==> src/design/assert_macros.svh <==
// ----------------------------------------------------------------------------
// Assertion macros
// Short forms for the concurrent checks of the allocator.
// ----------------------------------------------------------------------------
`ifndef ASSERT_MACROS_SVH
`define ASSERT_MACROS_SVH

// Same-cycle implication, checked out of reset.
`define FFHA_ASSERT_NOW(lbl, clk, rst_n, a, b) \
	lbl: assert property (@(posedge clk) disable iff (!rst_n) (a) |-> (b)) \
		else $error("allocator assertion failed");

// Next-cycle implication, checked out of reset.
`define FFHA_ASSERT_NEXT(lbl, clk, rst_n, a, b) \
	lbl: assert property (@(posedge clk) disable iff (!rst_n) (a) |=> (b)) \
		else $error("allocator assertion failed");

`endif

==> src/design/ffha_pkg.sv <==
// ----------------------------------------------------------------------------
// Allocator package
// Types, codes and defaults shared by the heap allocator modules.
// ----------------------------------------------------------------------------
`default_nettype none

package ffha_pkg;

	localparam int MAX_SEGMENTS_DEF = 64;
	localparam int HEADER_BYTES_DEF = 16;
	localparam logic [31:0] HEAP_SIZE_RST = 32'd65536;

	typedef enum logic {
		CMD_ALLOC = 1'b0,
		CMD_FREE  = 1'b1
	} cmd_t;

	typedef enum logic [1:0] {
		STS_OK        = 2'd0,
		STS_NO_FIT    = 2'd1,
		STS_NOT_ALLOC = 2'd2
	} status_t;

	typedef enum logic [1:0] {
		CFG_HEAP_BASE = 2'd0,
		CFG_HEAP_SIZE = 2'd1
	} cfg_idx_t;

	typedef enum logic [1:0] {
		S_IDLE,
		S_MATCH,
		S_PICK,
		S_APPLY
	} state_t;

	typedef enum logic [1:0] {
		CM_HOLD,
		CM_MATCH,
		CM_APPLY,
		CM_REBUILD
	} cell_mode_t;

	typedef struct packed {
		logic [31:0] offset;
		logic [31:0] size;
		logic        used;
	} seg_t;

	// Broadcast from the controller to every cell.
	typedef struct packed {
		cell_mode_t  mode;
		cmd_t        cmd;
		logic [31:0] req;
		logic [31:0] key;
		logic [31:0] off_new;
		logic [31:0] size_new;
		logic [31:0] size_merged;
		logic        split;
		logic        mprev;
		logic        mnext;
	} cell_bc_t;

endpackage

`default_nettype wire

==> src/design/ffha_cell.sv <==
// ----------------------------------------------------------------------------
// Segment cell
// Holds one table entry, flags a match and shifts entries for insert and merge.
// ----------------------------------------------------------------------------
`default_nettype none

module ffha_cell #(
	parameter int          IDX      = 0,
	parameter int          IW       = 6,
	parameter int          CW       = 7,
	parameter logic [31:0] RST_SIZE = 32'd65520
) (
	input  logic              clk,
	input  logic              arst_n,
	input  ffha_pkg::cell_bc_t bc,
	input  logic [IW-1:0]     idx,
	input  logic [CW-1:0]     count,
	input  ffha_pkg::seg_t    prev,
	input  ffha_pkg::seg_t    next1,
	input  ffha_pkg::seg_t    next2,
	output ffha_pkg::seg_t    seg,
	output logic              hit
);
	import ffha_pkg::*;

	seg_t seg_q, seg_d;
	logic hit_q, hit_d;
	logic valid, is_i, is_im1, is_ip1, above_i, above_ip1, from_i;

	always_comb begin
		valid     = CW'(IDX) < count;
		is_i      = (IDX == int'(idx));
		is_im1    = (IDX + 1 == int'(idx));
		is_ip1    = (IDX == int'(idx) + 1);
		above_i   = (IDX > int'(idx));
		above_ip1 = (IDX > int'(idx) + 1);
		from_i    = (IDX >= int'(idx));
		seg_d = seg_q;
		hit_d = hit_q;
		case (bc.mode)
			CM_MATCH: begin
				if (bc.cmd == CMD_ALLOC)
					hit_d = valid && !seg_q.used && (seg_q.size > bc.req);
				else
					hit_d = valid && seg_q.used && (seg_q.offset == bc.key);
			end
			CM_APPLY: begin
				if (bc.cmd == CMD_ALLOC) begin
					if (is_i) begin
						seg_d.used = 1'b1;
						if (bc.split)
							seg_d.size = bc.req;
					end else if (bc.split && is_ip1) begin
						seg_d.offset = bc.off_new;
						seg_d.size   = bc.size_new;
						seg_d.used   = 1'b0;
					end else if (bc.split && above_ip1) begin
						seg_d = prev;
					end
				end else if (bc.mprev) begin
					// The left neighbour absorbs the freed entry, the rest close up.
					if (is_im1)
						seg_d.size = bc.size_merged;
					else if (from_i)
						seg_d = bc.mnext ? next2 : next1;
				end else if (bc.mnext) begin
					if (is_i) begin
						seg_d.size = bc.size_merged;
						seg_d.used = 1'b0;
					end else if (above_i) begin
						seg_d = next1;
					end
				end else if (is_i) begin
					seg_d.used = 1'b0;
				end
			end
			CM_REBUILD: begin
				if (IDX == 0) begin
					seg_d.offset = '0;
					seg_d.size   = bc.size_new;
					seg_d.used   = 1'b0;
				end
			end
			default: ;
		endcase
	end

	always_ff @(posedge clk or negedge arst_n) begin
		if (!arst_n) begin
			seg_q.offset <= '0;
			seg_q.size   <= (IDX == 0) ? RST_SIZE : '0;
			seg_q.used   <= 1'b0;
			hit_q        <= 1'b0;
		end else begin
			seg_q <= seg_d;
			hit_q <= hit_d;
		end
	end

	assign seg = seg_q;
	assign hit = hit_q;

endmodule

`default_nettype wire

==> config.mk <==
export PLATFORM = sky130hd
export DESIGN_NAME = ffha_cell
export DESIGN_NICKNAME = d
export VERILOG_FILES = /design/src/design/assert_macros.svh /design/src/design/ffha_pkg.sv /design/src/design/ffha_cell.sv
export SDC_FILE = /design/constraint.sdc
export NUM_CORES = 1
export LEC_CHECK = 0
export BUFFER_PORTS_ARGS = -buffer_cell sky130_fd_sc_hd__clkbuf_2
export CAP_MARGIN = 25
export CORE_AREA = 3 3 170 172
export CTS_CLUSTER_DIAMETER = 150
export DETAILED_ROUTE_END_ITERATION = 8
export DIE_AREA = 0 0 173 175
export PLACE_DENSITY = 0.61
export SETUP_SLACK_MARGIN = 0.05
export SYNTH_ARGS = -nofsm -noshare
export SYNTH_HDL_FRONTEND = slang
export SYNTH_SLANG_ARGS = --single-unit
==> constraint.sdc <==
create_clock -name clk -period 2.43 [get_ports clk]
set_input_delay 0.3645 -clock clk [delete_from_list [all_inputs] [get_ports clk]]
set_output_delay 0.3645 -clock clk [all_outputs]
set_load 0.02 [all_outputs]
# Yosys cells after proc, flatten, opt, wreduce, memory -nomap -nowiden
# Index checks and enable logic that the tools add are counted.
dict set report classes {
  n_mul 0
  shifts 0
  reduce_logical 13
  addsub 1
  eq_ne 17
  order_cmp 4
  bitwise_logic 0
  muxes 19
  div 0
}
# operator n
set ops {}
lappend ops {{2-to-1 mux 65 bit} 5}
lappend ops {{2-to-1 mux 32 bit} 6}
lappend ops {{case mux 65 bit (2 select lines)} 1}
lappend ops {{2-to-1 mux 33 bit} 3}
lappend ops {{equality test 32 bit} 1}
lappend ops {{greater-than comparator 32 bit} 1}
lappend ops {{logical NOT 32 bit} 1}
lappend ops {{inequality test 4 bit (second input constant)} 6}
lappend ops {{inequality test 3 bit (second input constant)} 4}
lappend ops {{AND reduction 6 bit} 2}
lappend ops {{inequality test 5 bit (second input constant)} 2}
lappend ops {{adder 6 x 1 -> 7 bit (second input constant)} 1}
lappend ops {{greater-than comparator 1 x 7 -> 1 bit (first input constant)} 1}
lappend ops {{less-than comparator 1 x 7 -> 1 bit (first input constant)} 1}
lappend ops {{equality test 2 x 6 -> 1 bit (first input constant)} 1}
lappend ops {{>= comparator 1 x 6 -> 1 bit (first input constant)} 1}
lappend ops {{logical AND 1 bit} 6}
lappend ops {{logical NOT 6 bit} 1}
lappend ops {{AND reduction 5 bit} 1}
lappend ops {{equality test 2 bit (second input constant)} 2}
lappend ops {{2-to-1 mux 1 bit} 4}
lappend ops {{equality test 2 x 1 -> 1 bit (second input constant)} 1}
lappend ops {{nonzero test 2 bit} 1}
lappend ops {{logical NOT 1 bit} 1}
dict set report word_totals {
  memories 0
  output_inout_bits 66
  regBits 66
  word_cells 58
  mem_bits_rw 0
  latch_bits 0
  romBits 0
}

# Logic depth before layout (Yosys ltp)
# Gate-level depths: netlist of the first run.
dict set report logic_depth {
  word_depth 8
  mapped_depth 10
  ltp_nobuf 8
}

# Worst setup path before layout of the first run
# No wires, ideal clock.
dict set report synth_timing {
  kind {input port to flip-flop}
  startpoint {input port idx[0]}
  endpoint {register seg_q, in the netlist seg[1]}
  cell_stages 9
  t_arrival_ns 2.300
  setup_slack_ns 0.005
  t_required_ns 2.305
  n_path_buf 3
  setup_time_ns 0.125
  cell_sequence {ha_1 or3b_1 or3_1 buf_2 and3_4 buf_6 buf_6 a221o_1 mux2_4}
}
dict set report synth_between {
  elab_chain_cells 7
  word_cells_on_any_way 19
  cone_classes {1 x add/sub; 2 x order compare; 5 x eq/ne; 6 x mux; 5 x reduce/logical}
}
# item line
set synth_lines {}
lappend synth_lines {{start: declaration} ffha_cell.sv:16} ;# input logic [IW-1:0] idx,
lappend synth_lines {{parallel branches: the longest is 7 deep, another holds adder 6 x 1 -> 7 bit} n/a}
lappend synth_lines {{end signal: assignment} ffha_cell.sv:95} ;# seg_q <= seg_d;
lappend synth_lines {{end: declaration} ffha_cell.sv:26} ;# seg_t seg_q, seg_d;
# Several ways; the timed one is not identified.
# A chain may end at the register's enable or synchronous reset.

# Final worst setup path of the first run
dict set report layout_timing {
  startpoint {input port idx[0]}
  endpoint {register seg_q, in the netlist seg[27]}
}
# The elaborated chain is that of the path after synthesis.

==> results by group, run 1 <==
Yosys
  – Largest cells by area after synthesis: dfrtp_1 21%, mux2i_1 10%, ha_1 7.0%, mux2_4 7.0%, mux2_2 6.2%
  – Simple-gate share of the synthesized area: 0.08245
  – XOR/XNOR Fraction of Synth Area: 0.04377
  – Register area share after synthesis: 0.2603
  – Asr flop ratio synth: 1.000
  – Mapped Area: 6404 µm²
  – Synth Area per Inst: 9.644 µm²
  – Top cell type's share of synthesized area: 0.2110
  – Top FF cell, synth: dfrtp_1
  – Cell type with the largest total area after synthesis: dfrtp_1
  – Number of synthesized flops with an enable pin: 0
  – Netlist cell types: 54
  – Yosys warnings: 0
  – Post-Synth Adder-Cell Area: 0.07034
  – Cells after Synth: 664
  – Post-synthesis register bit count: 66
  – Mapped Nets: 1,076
  – Largest family of logic cells by synthesized area: compound AO/OA/AOI/OAI gates
  – Compound-Gate Fraction of Synth Area: 0.2540
  – Multiplexer area fraction after synthesis: 0.2319

STA
  – # setup viols final: 0
  – Slew @ Worst Pin: 0.9199 ns
  – Period utilisation layout: 0.9457
  – Final Hold Vio Count: 0
  – Post-route minimum period: 2.298 ns
  – Clk_skew: 0.006424 ns
  – Unrepaired setup endpoints after global routing: yes
  – Maximum clock rate: 435.2 MHz
  – Fin worst setup slack: 0.1320 ns
  – Slew margin rel.: 0.3868
  – Max Slew Vio Count: 0

Routing
  – Final wirelength: 28,860 µm
  – Vias/cell: 4.794
  – Avg WL per Cell: 19.23 µm
  – DRT antenna net count: 0
  – First DRT Iteration DRCs: 262
  – 1st-pass router iterations: 4
  – Via count: 7,196
  – Drt drc: 0

Pwr
  – Clock network fraction of design power: 0.315
  – Net Sw Power: 1.583 mW
  – Max VDD drop: 265.1 µV
  – Leakage: 5.204 nW
  – Net Sw Frac: 0.3367
  – Sequential share of power: 0.297
  – Int Pwr: 3.119 mW
  – Pwr Density: 476.7 nW/µm²
  – Logic pwr share: 0.389

Clocking
  – Worst-Skew Late Latency: 0.34 ns
  – CTS root buf: clkbuf_16
  – Clock slew at the register clock pins of the worst setup and hold paths: 0.06 ns
  – CTS tree: yes
  – CTS sink cnt: 66
  – Post-CTS Hold Fix Bufs: 0
  – Number of buffers created by CTS: 9
  – # H-tree levels: 3
  – Clk buf depth: 2

Global route
  – Largest net degree at the start of global routing: 67
  – First-pass GRT wire length: 42,440 µm
  – Grt total ovfl: 0
  – Number of global-route vias before repair: 7,540
  – GRT Total Usage: 0.1806
  – Initial antenna violation count: 2

Critical path
  – Crit path arrival time: 2.52 ns
  – Crit path max fanout: 32
  – Flop2flop setup slack: 0.23 ns
  – CP Capture Type: flop
  – Critical path class: input pin to flop
  – Startpoint types: input pin
  – Data required time of the worst path: 2.65 ns
  – Cells on worst reg2reg path: 7
  – RR Endpoint: hit
  – Reg-to-reg startpoint: seg[10]

Floorplanning
  – Die X-Extent: 173 µm
  – Initial core utilization: 0.2318
  – Io pins: 442
  – Die height: 175 µm
  – Die footprint: 30,280 µm²
  – Site Rows: 61
  – Core area: 27,630 µm²

Placed design
  – PortBufs: 441
  – Area after DPL: 9402 µm²
  – Dpl ws: -0.2693 ns
  – Global placer's final weighted congestion: 0.8451
  – Final HPWL DP: 23,360 µm

Flow run
  – Max-cap violations: 0

Min path
  – Worst hold path class: input pin to async pin

Finish
  – Fin area: 9863 µm²
  – Layout Nets: 1,528
  – Layout cells sized above 1: 0.5379
  – Area Growth Syn to Fin: 54.03%
  – Fill cells: 2,910

Status
  – Status: finished, final reports clean
## cells in the final DEF (no fill, tap or decap), types with 5 or more instances in the layout
cell type  instances
a21o_1             6
mux2i_1           64
ha_1              32
inv_1             36
clkbuf_16          9
buf_4             40
nor4_1             5
nand4_1           13
a22oi_1           32
nand2_1           45
xnor2_1           28
nand3_1           10
mux2_4            30
dfstp_2           12
clkbuf_2         439
o2bb2ai_1         33
mux2_2            35
a21oi_1           48
a221o_1           33
dfrtp_1           54
a22o_1            32
buf_12            10
## metrics by stage
stage	std cells	TNS (ns)	hold WS (ns)	util	total power [mW]
floorplan	664	0	0.06891	-	2.388
global placement	1478	-10.13	0.4887	0.3403	3.191
detailed placement	1478	-13.71	0.5066	0.3403	3.211
CTS	1494	0	0.1836	0.3523	4.749
global route	1501	0	0.2293	0.3570	5.013
finish	1501	0	0.1635	0.3570	4.702
## worst max path at each step
stage	startpoint	to	slack, ns	cells past startpoint
finish	idx[0]	seg[27]	0.13	10
global route	seg[10]	hit	0.04	8
CTS	idx[0]	seg[62]	0.08	8
detailed placement	idx[0]	seg[62]	-0.27	8
global placement	idx[0]	seg[41]	-0.19	8
floorplan	idx[5]	seg[1]	0.04	9
## synth_stat cells (all sizes together), types with 5 or more instances
cell / number
nor3: 6
buf: 18
mux2i: 64
inv: 36
a21oi: 49
nand2: 45
ha: 36
a221o: 33
dfrtp: 54
a21o: 6
dfstp: 12
nand4: 13
nor4: 6
o2bb2ai: 33
o21ai: 6
a22oi: 32
nand3: 11
clkbuf: 32
mux2: 65
and3: 5
xnor2: 28
a22o: 32
## flip-flops by register name, indices dropped and copies added, names as in the netlist
signal / flops
hit: 1
seg: 65
## final cells by class
cell class,instances,area [µm²],area share
inverters,36,135.1,0.01370
flip-flops and latches,66,1667,0.1690
clock inverters,6,88.84,0.009007
diodes,2,5.005,0.0005074
clock buffers,10,239.0,0.02423
multi-input cells,513,4531,0.4593
well taps,378,473.0,0.04795
repair buffers,490,2725,0.2763
## power groups by stage
stage	combinational (mW)	clock, mW	sequential [mW]
floorplan	0.847	0	1.54
global placement	1.78	0	1.41
global route	2.01	1.59	1.41
finish	1.83	1.48	1.40
CTS	1.81	1.54	1.39
detailed placement	1.80	0	1.41
## cells by family (layout without fill, tap and decap cells)
group                      after synthesis  in the layout
AOI/OAI and AO/OA                      212            213
xor gates and xnor gates                32             32
adders and majority gates               36             36
buffers and inverters                   86            542
DFF                                     66             66
muxes                                  129            129
other                                    0              2
and+or+nand+nor                        103            103
## critical path, stage by stage
cell and delay [ns]:
clkbuf_2 0.11, ha_1 0.23, and2_4 0.16, a21oi_1 0.21
o22ai_1 0.14, buf_4 0.15, a32oi_2 0.46, o21ai_4 0.13
buf_12 0.22, mux2_4 0.32
## per-layer routing
layer  vias up  global-route usage  wire length (µm)  part of all wire
met5         -                   0                 0                 0
met4         0             0.04865               626             0.022
met3        28             0.03738              1716             0.059
met2       329              0.3536             15350              0.53
met1      3367              0.1955             11170              0.39
li1       3472                   -                 -                 -
## repair_timing
item,in CTS,in global routing
pin swaps,0,5
gates resized for setup,1,8
cloned,0,1
endpoints found under the hold margin,0,0
buffers inserted,0,3
endpoints found under the setup margin,1,30
No activity file was read; power rests on OpenSTA's default activity.
==> inputs of run 2 (changes only) <==
--- a/config.mk
+++ b/config.mk
@@ -5,13 +5,14 @@
 export SDC_FILE = /design/constraint.sdc
 export NUM_CORES = 1
 export LEC_CHECK = 0
+export ABC_AREA = 1
 export BUFFER_PORTS_ARGS = -buffer_cell sky130_fd_sc_hd__clkbuf_2
 export CAP_MARGIN = 25
-export CORE_AREA = 3 3 170 172
+export CORE_AREA = 3 3 172 174
 export CTS_CLUSTER_DIAMETER = 150
 export DETAILED_ROUTE_END_ITERATION = 8
-export DIE_AREA = 0 0 173 175
-export PLACE_DENSITY = 0.61
+export DIE_AREA = 0 0 175 177
+export PLACE_DENSITY = 0.64
 export SETUP_SLACK_MARGIN = 0.05
 export SYNTH_ARGS = -nofsm -noshare
 export SYNTH_HDL_FRONTEND = slang
==> results by group, run 2 <==
Clocking
  – CTS sink cnt: 66 (unchanged)
  – # H-tree levels: 3 (unchanged)
  – Post-CTS Setup Bufs: 0 (unchanged)
  – Clk buf depth: 2 (unchanged)
  – CTS tree: yes
  – Number of buffers created by CTS: 9 (unchanged)
  – Clock slew at the register clock pins of the worst setup and hold paths: 0.06 ns (about the same)
  – Post-cts resize count: 0 (-1)
  – Worst-Skew Late Latency: 0.34 ns (about the same)
  – CTS root buf: clkbuf_16

Placed design
  – # placed instances: 1,978 (+34%)
  – PortBufs: 441 (unchanged)
  – Dpl ws: 0.1591 ns (+0.4284 ns)
  – Area after DPL: 10,080 µm² (+7.2%)
  – Global placer's final weighted congestion: 0.9475 (+12%)
  – Final HPWL DP: 29,110 µm (+25%)

Yosys
  – Count leader, synth: nand2_1
  – Number of synthesized flops with an enable pin: 0 (unchanged)
  – Asr flop ratio synth: 1.000 (unchanged)
  – Mapped Nets: 1,630 (+51%)
  – Cell type with the largest total area after synthesis: dfrtp_1
  – Register area share after synthesis: 0.2236 (-0.03662)
  – Largest cells by area after synthesis: dfrtp_1 18%, nand2_1 15%, nand3_1 14%, ha_1 6.0%, a21oi_1 5.8%
  – Top FF cell, synth: dfrtp_1
  – Yosys warnings: 0 (unchanged)
  – Top cell type's share of synthesized area: 0.1813 (-0.02969)
  – Synth Area per Inst: 6.118 µm² (-37%)
  – Synth cell count leaders: 300 x nand2_1, 205 x nand3_1, 98 x nor2_1
  – Mapped Area: 7452 µm² (+16%)
  – Cells after Synth: 1,218 (+83%)
  – Post-synthesis register bit count: 66 (unchanged)
  – Netlist cell types: 39 (-28%)

Routing
  – DRT antenna net count: 0 (unchanged)
  – Final wirelength: 36,540 µm (+27%)
  – 1st-pass router iterations: 5 (+1)
  – Vias/cell: 5.043 (+5.2%)
  – Drt drc: 0 (unchanged)
  – Avg WL per Cell: 18.32 µm (-4.7%)
  – First DRT Iteration DRCs: 808 (+210%)
  – Via count: 10.06k (+40%)

Floorplanning
  – Site Rows: 61 (unchanged)
  – Die X-Extent: 175 µm (+1.2%)
  – Io pins: 442 (unchanged)
  – Initial core utilization: 0.2668 (+0.03500)
  – Die height: 177 µm (+1.1%)
  – Core area: 27,930 µm² (+1.1%)
  – Die footprint: 30,980 µm² (+2.3%)

STA
  – Hold_ws: 0.3743 ns (+0.2108 ns)
  – # setup viols final: 0 (unchanged)
  – Period utilisation layout: 0.7926 (-0.1531)
  – Fin worst setup slack: 0.5040 ns (+0.3720 ns)
  – Final Hold Vio Count: 0 (unchanged)
  – TNS Setup: 0 ns (unchanged)
  – Post-route minimum period: 1.926 ns (-0.3720 ns)
  – Slew @ Worst Pin: 0.6423 ns (-0.2776 ns)
  – Max Slew Vio Count: 0 (unchanged)
  – Maximum clock rate: 519.2 MHz (+19%)
  – Unrepaired setup endpoints after global routing: no
  – Slew margin rel.: 0.5718 (+0.1851)
  – Clk_skew: 0.006382 ns (-0.00004241 ns)

Finish
  – Ant diodes: 0 (-2)
  – Post-layout util: 0.3726 (+0.01563)
  – Max FFs per register: 65 (unchanged)
  – Layout cells sized above 1: 0.3389 (-0.1990)
  – Final non-filler cell total: 1,995 (+33%)
  – Commonest non-fill, non-tap cell in the layout: clkbuf_2
  – Fin area: 10,410 µm² (+5.5%)
  – Layout Nets: 2,024 (+32%)
  – Area Growth Syn to Fin: 39.67%
  – Most frequent cells in the layout: 438 x clkbuf_2, 299 x nand2_1, 205 x nand3_1
  – Fill cells: 3,133 (+7.7%)

Global route
  – Grt total ovfl: 0 (unchanged)
  – First-pass GRT wire length: 55,160 µm (+30%)
  – Number of global-route vias before repair: 9,791 (+30%)
  – Initial antenna violation count: 2 (unchanged)
  – Largest net degree at the start of global routing: 55 (-18%)
  – GRT Total Usage: 0.2264 (+0.04580)

Pwr
  – Net Sw Frac: 0.3955 (+0.05874)
  – Int Pwr: 3.070 mW (-1.6%)
  – Clock network fraction of design power: 0.286 (-0.029)
  – Net Sw Power: 2.008 mW (+27%)
  – Sequential share of power: 0.304 (+0.007)
  – Leakage: 5.675 nW (+9.1%)
  – PnR Total Power: 5.079 mW (+8.0%)
  – Pwr Density: 487.9 nW/µm² (+2.3%)
  – Logic pwr share: 0.410 (+0.021)
  – Max VDD drop: 251.4 µV (-5.2%)

Critical path
  – CP Capture Type: flop
  – Startpoint types: flop
  – Crit path max fanout: 3 (-91%)
  – Data required time of the worst path: 2.69 ns (+0.04 ns)
  – Crit path arrival time: 2.18 ns (-0.34 ns)
  – Critical path class: flop to flop

Min path
  – Worst hold path class: input pin to flop

Status
  – Status: finished, final reports clean

Flow run
  – Max-cap violations: 0 (unchanged)
run 2: cell count changes after synthesis, sizes merged, moves of 38 or more:
cell / before / now
a21oi: 49 / 87
inv: 36 / 78
mux2: 65 / 0
mux2i: 64 / 0
nand2: 45 / 301
nand3: 11 / 210
nor2: 4 / 99
o21ai: 6 / 109
run 2: path summary, 6_finish.rpt:
path	startpoint	end	slack, ns	depth (start not counted)
worst max-delay path	seg[24]	hit	0.50	9
worst min-delay path	prev[60]	seg[60]	0.37	5
worst max register to register	seg[24]	hit	0.50	9
worst min register to register	seg[13]	seg[13]	0.49	2
max in group asynchronous	arst_n	seg[16]	1.25	3
min in group asynchronous	arst_n	seg[41]	0.51	2
run 2: kinds of logic after synthesis:
kind of cell | Yosys count | synth area share
compound gates | 243 | 0.1791
flops | 66 | 0.2236
simple gates | 693 | 0.4199
fa+ha+maj | 36 | 0.06044
buf+inv | 171 | 0.1063
xor+xnor | 9 | 0.01058
run 2: repair_timing:
action | in CTS | in global routing
hold buffers | 1 | 0
endpoints found under the setup margin | 0 | 0
endpoints found under the hold margin | 23 | 0
run 2: critical path: stages, from the launching register on:
cell     delay, ns
dfrtp_1       0.41
ha_1          0.31
nand2_1       0.08
nor2_1        0.20
nand4_1       0.18
nor3_1        0.30
nand2_1       0.09
nand2_1       0.07
nand2_1       0.08
a21oi_1       0.14
run 2: routing by layer:
metal,vias up,track usage,routed length (µm)
met4,0,0.06217,799
met1,4607,0.2997,15320
met2,485,0.3781,17650
met3,52,0.04311,2776
li1,4916,-,-
met5,-,0,0
run 2: power groups by stage:
| stage | Clock [mW] | Combinational (mW) | Sequential, mW |
|---|---|---|---|
| floorplan | 0 | 0.954 | 1.72 |
| global placement | 0 | 2.06 | 1.55 |
| detailed placement | 0 | 2.08 | 1.56 |
| CTS | 1.50 | 2.09 | 1.54 |
| global route | 1.55 | 2.34 | 1.57 |
| finish | 1.45 | 2.08 | 1.54 |
run 2: final cells by class:
cell class | count | area (µm²) | area share
clock buffer | 11 | 242.7 | 0.02332
clock inverter | 5 | 77.57 | 0.007453
inverter | 81 | 304.0 | 0.02921
multi-input combinational | 981 | 5015 | 0.4818
sequential | 66 | 1667 | 0.1601
tap | 378 | 473.0 | 0.04544
timing repair buffer | 473 | 2630 | 0.2527
==> inputs of run 3 (changes only) <==
==> constraint.sdc (replaced) <==
create_clock -name clk -period 2 [get_ports clk]
set_input_delay 0.3 -clock clk [delete_from_list [all_inputs] [get_ports clk]]
set_output_delay 0.3 -clock clk [all_outputs]
set_load 0.02 [all_outputs]
==> results by group, run 3 (synthesis gave the netlist of run 2 again) <==
Status
  – Status: finished, final reports clean

Clocking
  – CTS sink cnt: 66 (unchanged)
  – CTS tree: yes
  – # H-tree levels: 3 (unchanged)
  – Clk buf depth: 2 (unchanged)
  – Clock slew at the register clock pins of the worst setup and hold paths: 0.06 ns (about the same)
  – CTS root buf: clkbuf_16
  – Post-CTS Setup Bufs: 0 (unchanged)
  – Number of buffers created by CTS: 9 (unchanged)
  – Worst-Skew Late Latency: 0.33 ns (about the same)

Finish
  – Post-layout util: 0.3802 (+0.007614)
  – Commonest non-fill, non-tap cell in the layout: clkbuf_2
  – Max FFs per register: 65 (unchanged)
  – Layout cells sized above 1: 0.3508 (+0.01189)
  – Area Growth Syn to Fin: 42.53%
  – Most frequent cells in the layout: 438 x clkbuf_2, 299 x nand2_1, 205 x nand3_1
  – Layout Nets: 2,049 (+1.2%)
  – Final non-filler cell total: 2,022 (+1.4%)

Placed design
  – PortBufs: 441 (unchanged)
  – Global placer's final weighted congestion: 0.9354 (-1.3%)
  – # placed instances: 2,003 (+1.3%)
  – Dpl ws: -0.01945 ns (-0.1785 ns)
  – Final HPWL DP: 29,610 µm (+1.7%)

STA
  – Clk_skew: 0.004746 ns (-0.001635 ns)
  – Unrepaired setup endpoints after global routing: no
  – Fin worst setup slack: 0.1284 ns (-0.3756 ns)
  – Slew @ Worst Pin: 0.5767 ns (-0.06560 ns)
  – Period utilisation layout: 0.9358 (+0.1432)
  – Slew margin rel.: 0.6156 (+0.04374)
  – Max Slew Vio Count: 0 (unchanged)
  – Post-route minimum period: 1.872 ns (-0.05442 ns)
  – # setup viols final: 0 (unchanged)
  – Maximum clock rate: 534.3 MHz (+2.9%)
  – Final Hold Vio Count: 0 (unchanged)

Critical path
  – CP delay by family, top: compound AO/OA/AOI/OAI gates
  – Crit-path cells: ha_1, a21oi_1, o21ai_0, a21oi_1, nand2_1, nand2_1, nand2_1, nand2_1, a21oi_1
  – Data required time of the worst path: 2.22 ns (-0.47 ns)
  – Startpoint types: flop
  – Most Frequent Cell on Critical Path: nand2_1
  – Critical-path top delay cell: dfstp_2
  – CP Capture Type: flop
  – Bufs and invs on worst path: 0 (unchanged)
  – CP max stage delay: 0.55 ns (+0.14 ns)
  – Crit path max fanout: 3 (unchanged)
  – Critical path class: flop to flop
  – Crit path arrival time: 2.09 ns (-0.09 ns)

Floorplanning
  – Initial core utilization: 0.2668 (unchanged)
  – Die X-Extent: 175 µm (unchanged)
  – Io pins: 442 (unchanged)
  – Die footprint: 30,980 µm² (unchanged)
  – Core area: 27,930 µm² (unchanged)
  – Site Rows: 61 (unchanged)
  – Die height: 177 µm (unchanged)

Flow run
  – Max-cap violations: 0 (unchanged)

Global route
  – GRT Total Usage: 0.2277 (+0.001251)
  – Number of global-route vias before repair: 9,971 (+1.8%)
  – Grt total ovfl: 0 (unchanged)
  – Largest net degree at the start of global routing: 65 (+18%)
  – First-pass GRT wire length: 55,540 µm (+0.69%)
  – Initial antenna violation count: 5 (+3)

Routing
  – Drt drc: 0 (unchanged)
  – Final wirelength: 37,040 µm (+1.4%)
  – DRT antenna net count: 0 (unchanged)
  – Vias/cell: 5.023 (-0.38%)
  – First DRT Iteration DRCs: 827 (+2.4%)
  – Avg WL per Cell: 18.32 µm (about the same)
  – Via count: 10.16k (+0.96%)
  – 1st-pass router iterations: 5 (unchanged)

Pwr
  – Clock network fraction of design power: 0.271 (-0.015)
  – Net Sw Power: 2.483 mW (+24%)
  – Pwr Density: 577.3 nW/µm² (+18%)
  – Max VDD drop: 407.1 µV (+62%)
  – Int Pwr: 3.649 mW (+19%)
  – Net Sw Frac: 0.4049 (+0.009478)
  – Leakage: 5.793 nW (+2.1%)
  – Logic pwr share: 0.423 (+0.013)
  – Sequential share of power: 0.305 (about the same)

Min path
  – Worst hold path class: input pin to flop
[run 3: path summary, 6_finish.rpt]
check	startpoint	cells after the start	slack (ns)	to
max	seg[16]	9	0.13	hit
min	prev[56]	5	0.31	seg[56]
max reg2reg	seg[16]	9	0.13	hit
min reg2reg	seg[14]	2	0.48	seg[14]
max in group asynchronous	arst_n	3	0.88	seg[12]
min in group asynchronous	arst_n	2	0.49	seg[4]
[run 3: final cells by class]
class / instances / area, µm²
fillers: 3097 / 17310
multi-input cells: 981 / 5026
repair buffers: 498 / 2843
flip-flops and latches: 66 / 1667
well taps: 378 / 473.0
inverters: 81 / 304.0
clock buffers: 10 / 239.0
clock inverters: 6 / 65.06
diodes: 2 / 5.005
[run 3: timing repair]
action	in CTS	in global routing
resized for setup	0	2
setup endpoints to repair	0	1
hold endpoints to repair	20	0
hold buffers	1	0
[run 3: layer usage]
layer | part of all wire | track usage | vias up
met5 | 0.00065 | 0 | -
li1 | - | - | 4971
met2 | 0.48 | 0.3750 | 506
met3 | 0.088 | 0.05384 | 66
met1 | 0.41 | 0.2989 | 4610
met4 | 0.023 | 0.06316 | 4
[run 3: tightest hold or removal path, delay by kind of cell]
kind	cells	cell delay, ns
simple gates	3	0.18
buf+inv	1	0.08
compound gates	1	0.05
[run 3: power groups by stage]
stage / combinational, mW / clock [mW] / sequential, mW
after floorplan: 1.16 / 0 / 2.09
after global placement: 2.57 / 0 / 1.89
after detailed placement: 2.59 / 0 / 1.89
after CTS: 2.60 / 1.72 / 1.87
after global routing: 2.88 / 1.78 / 1.90
final: 2.60 / 1.66 / 1.87
[run 3: stage by stage]
step | cell area [µm²] | hold WS [ns] | setup TNS [ns] | total power [mW]
after global routing | 10620 | 0.3160 | 0 | 6.569
after detailed placement | 10290 | 0.2832 | -0.06179 | 4.477
final | 10620 | 0.3052 | 0 | 6.132
after CTS | 10610 | 0.2855 | 0 | 6.189
after global placement | 10290 | 0.2847 | -0.004270 | 4.454
after floorplan | 7452 | 0.004409 | 0 | 3.250
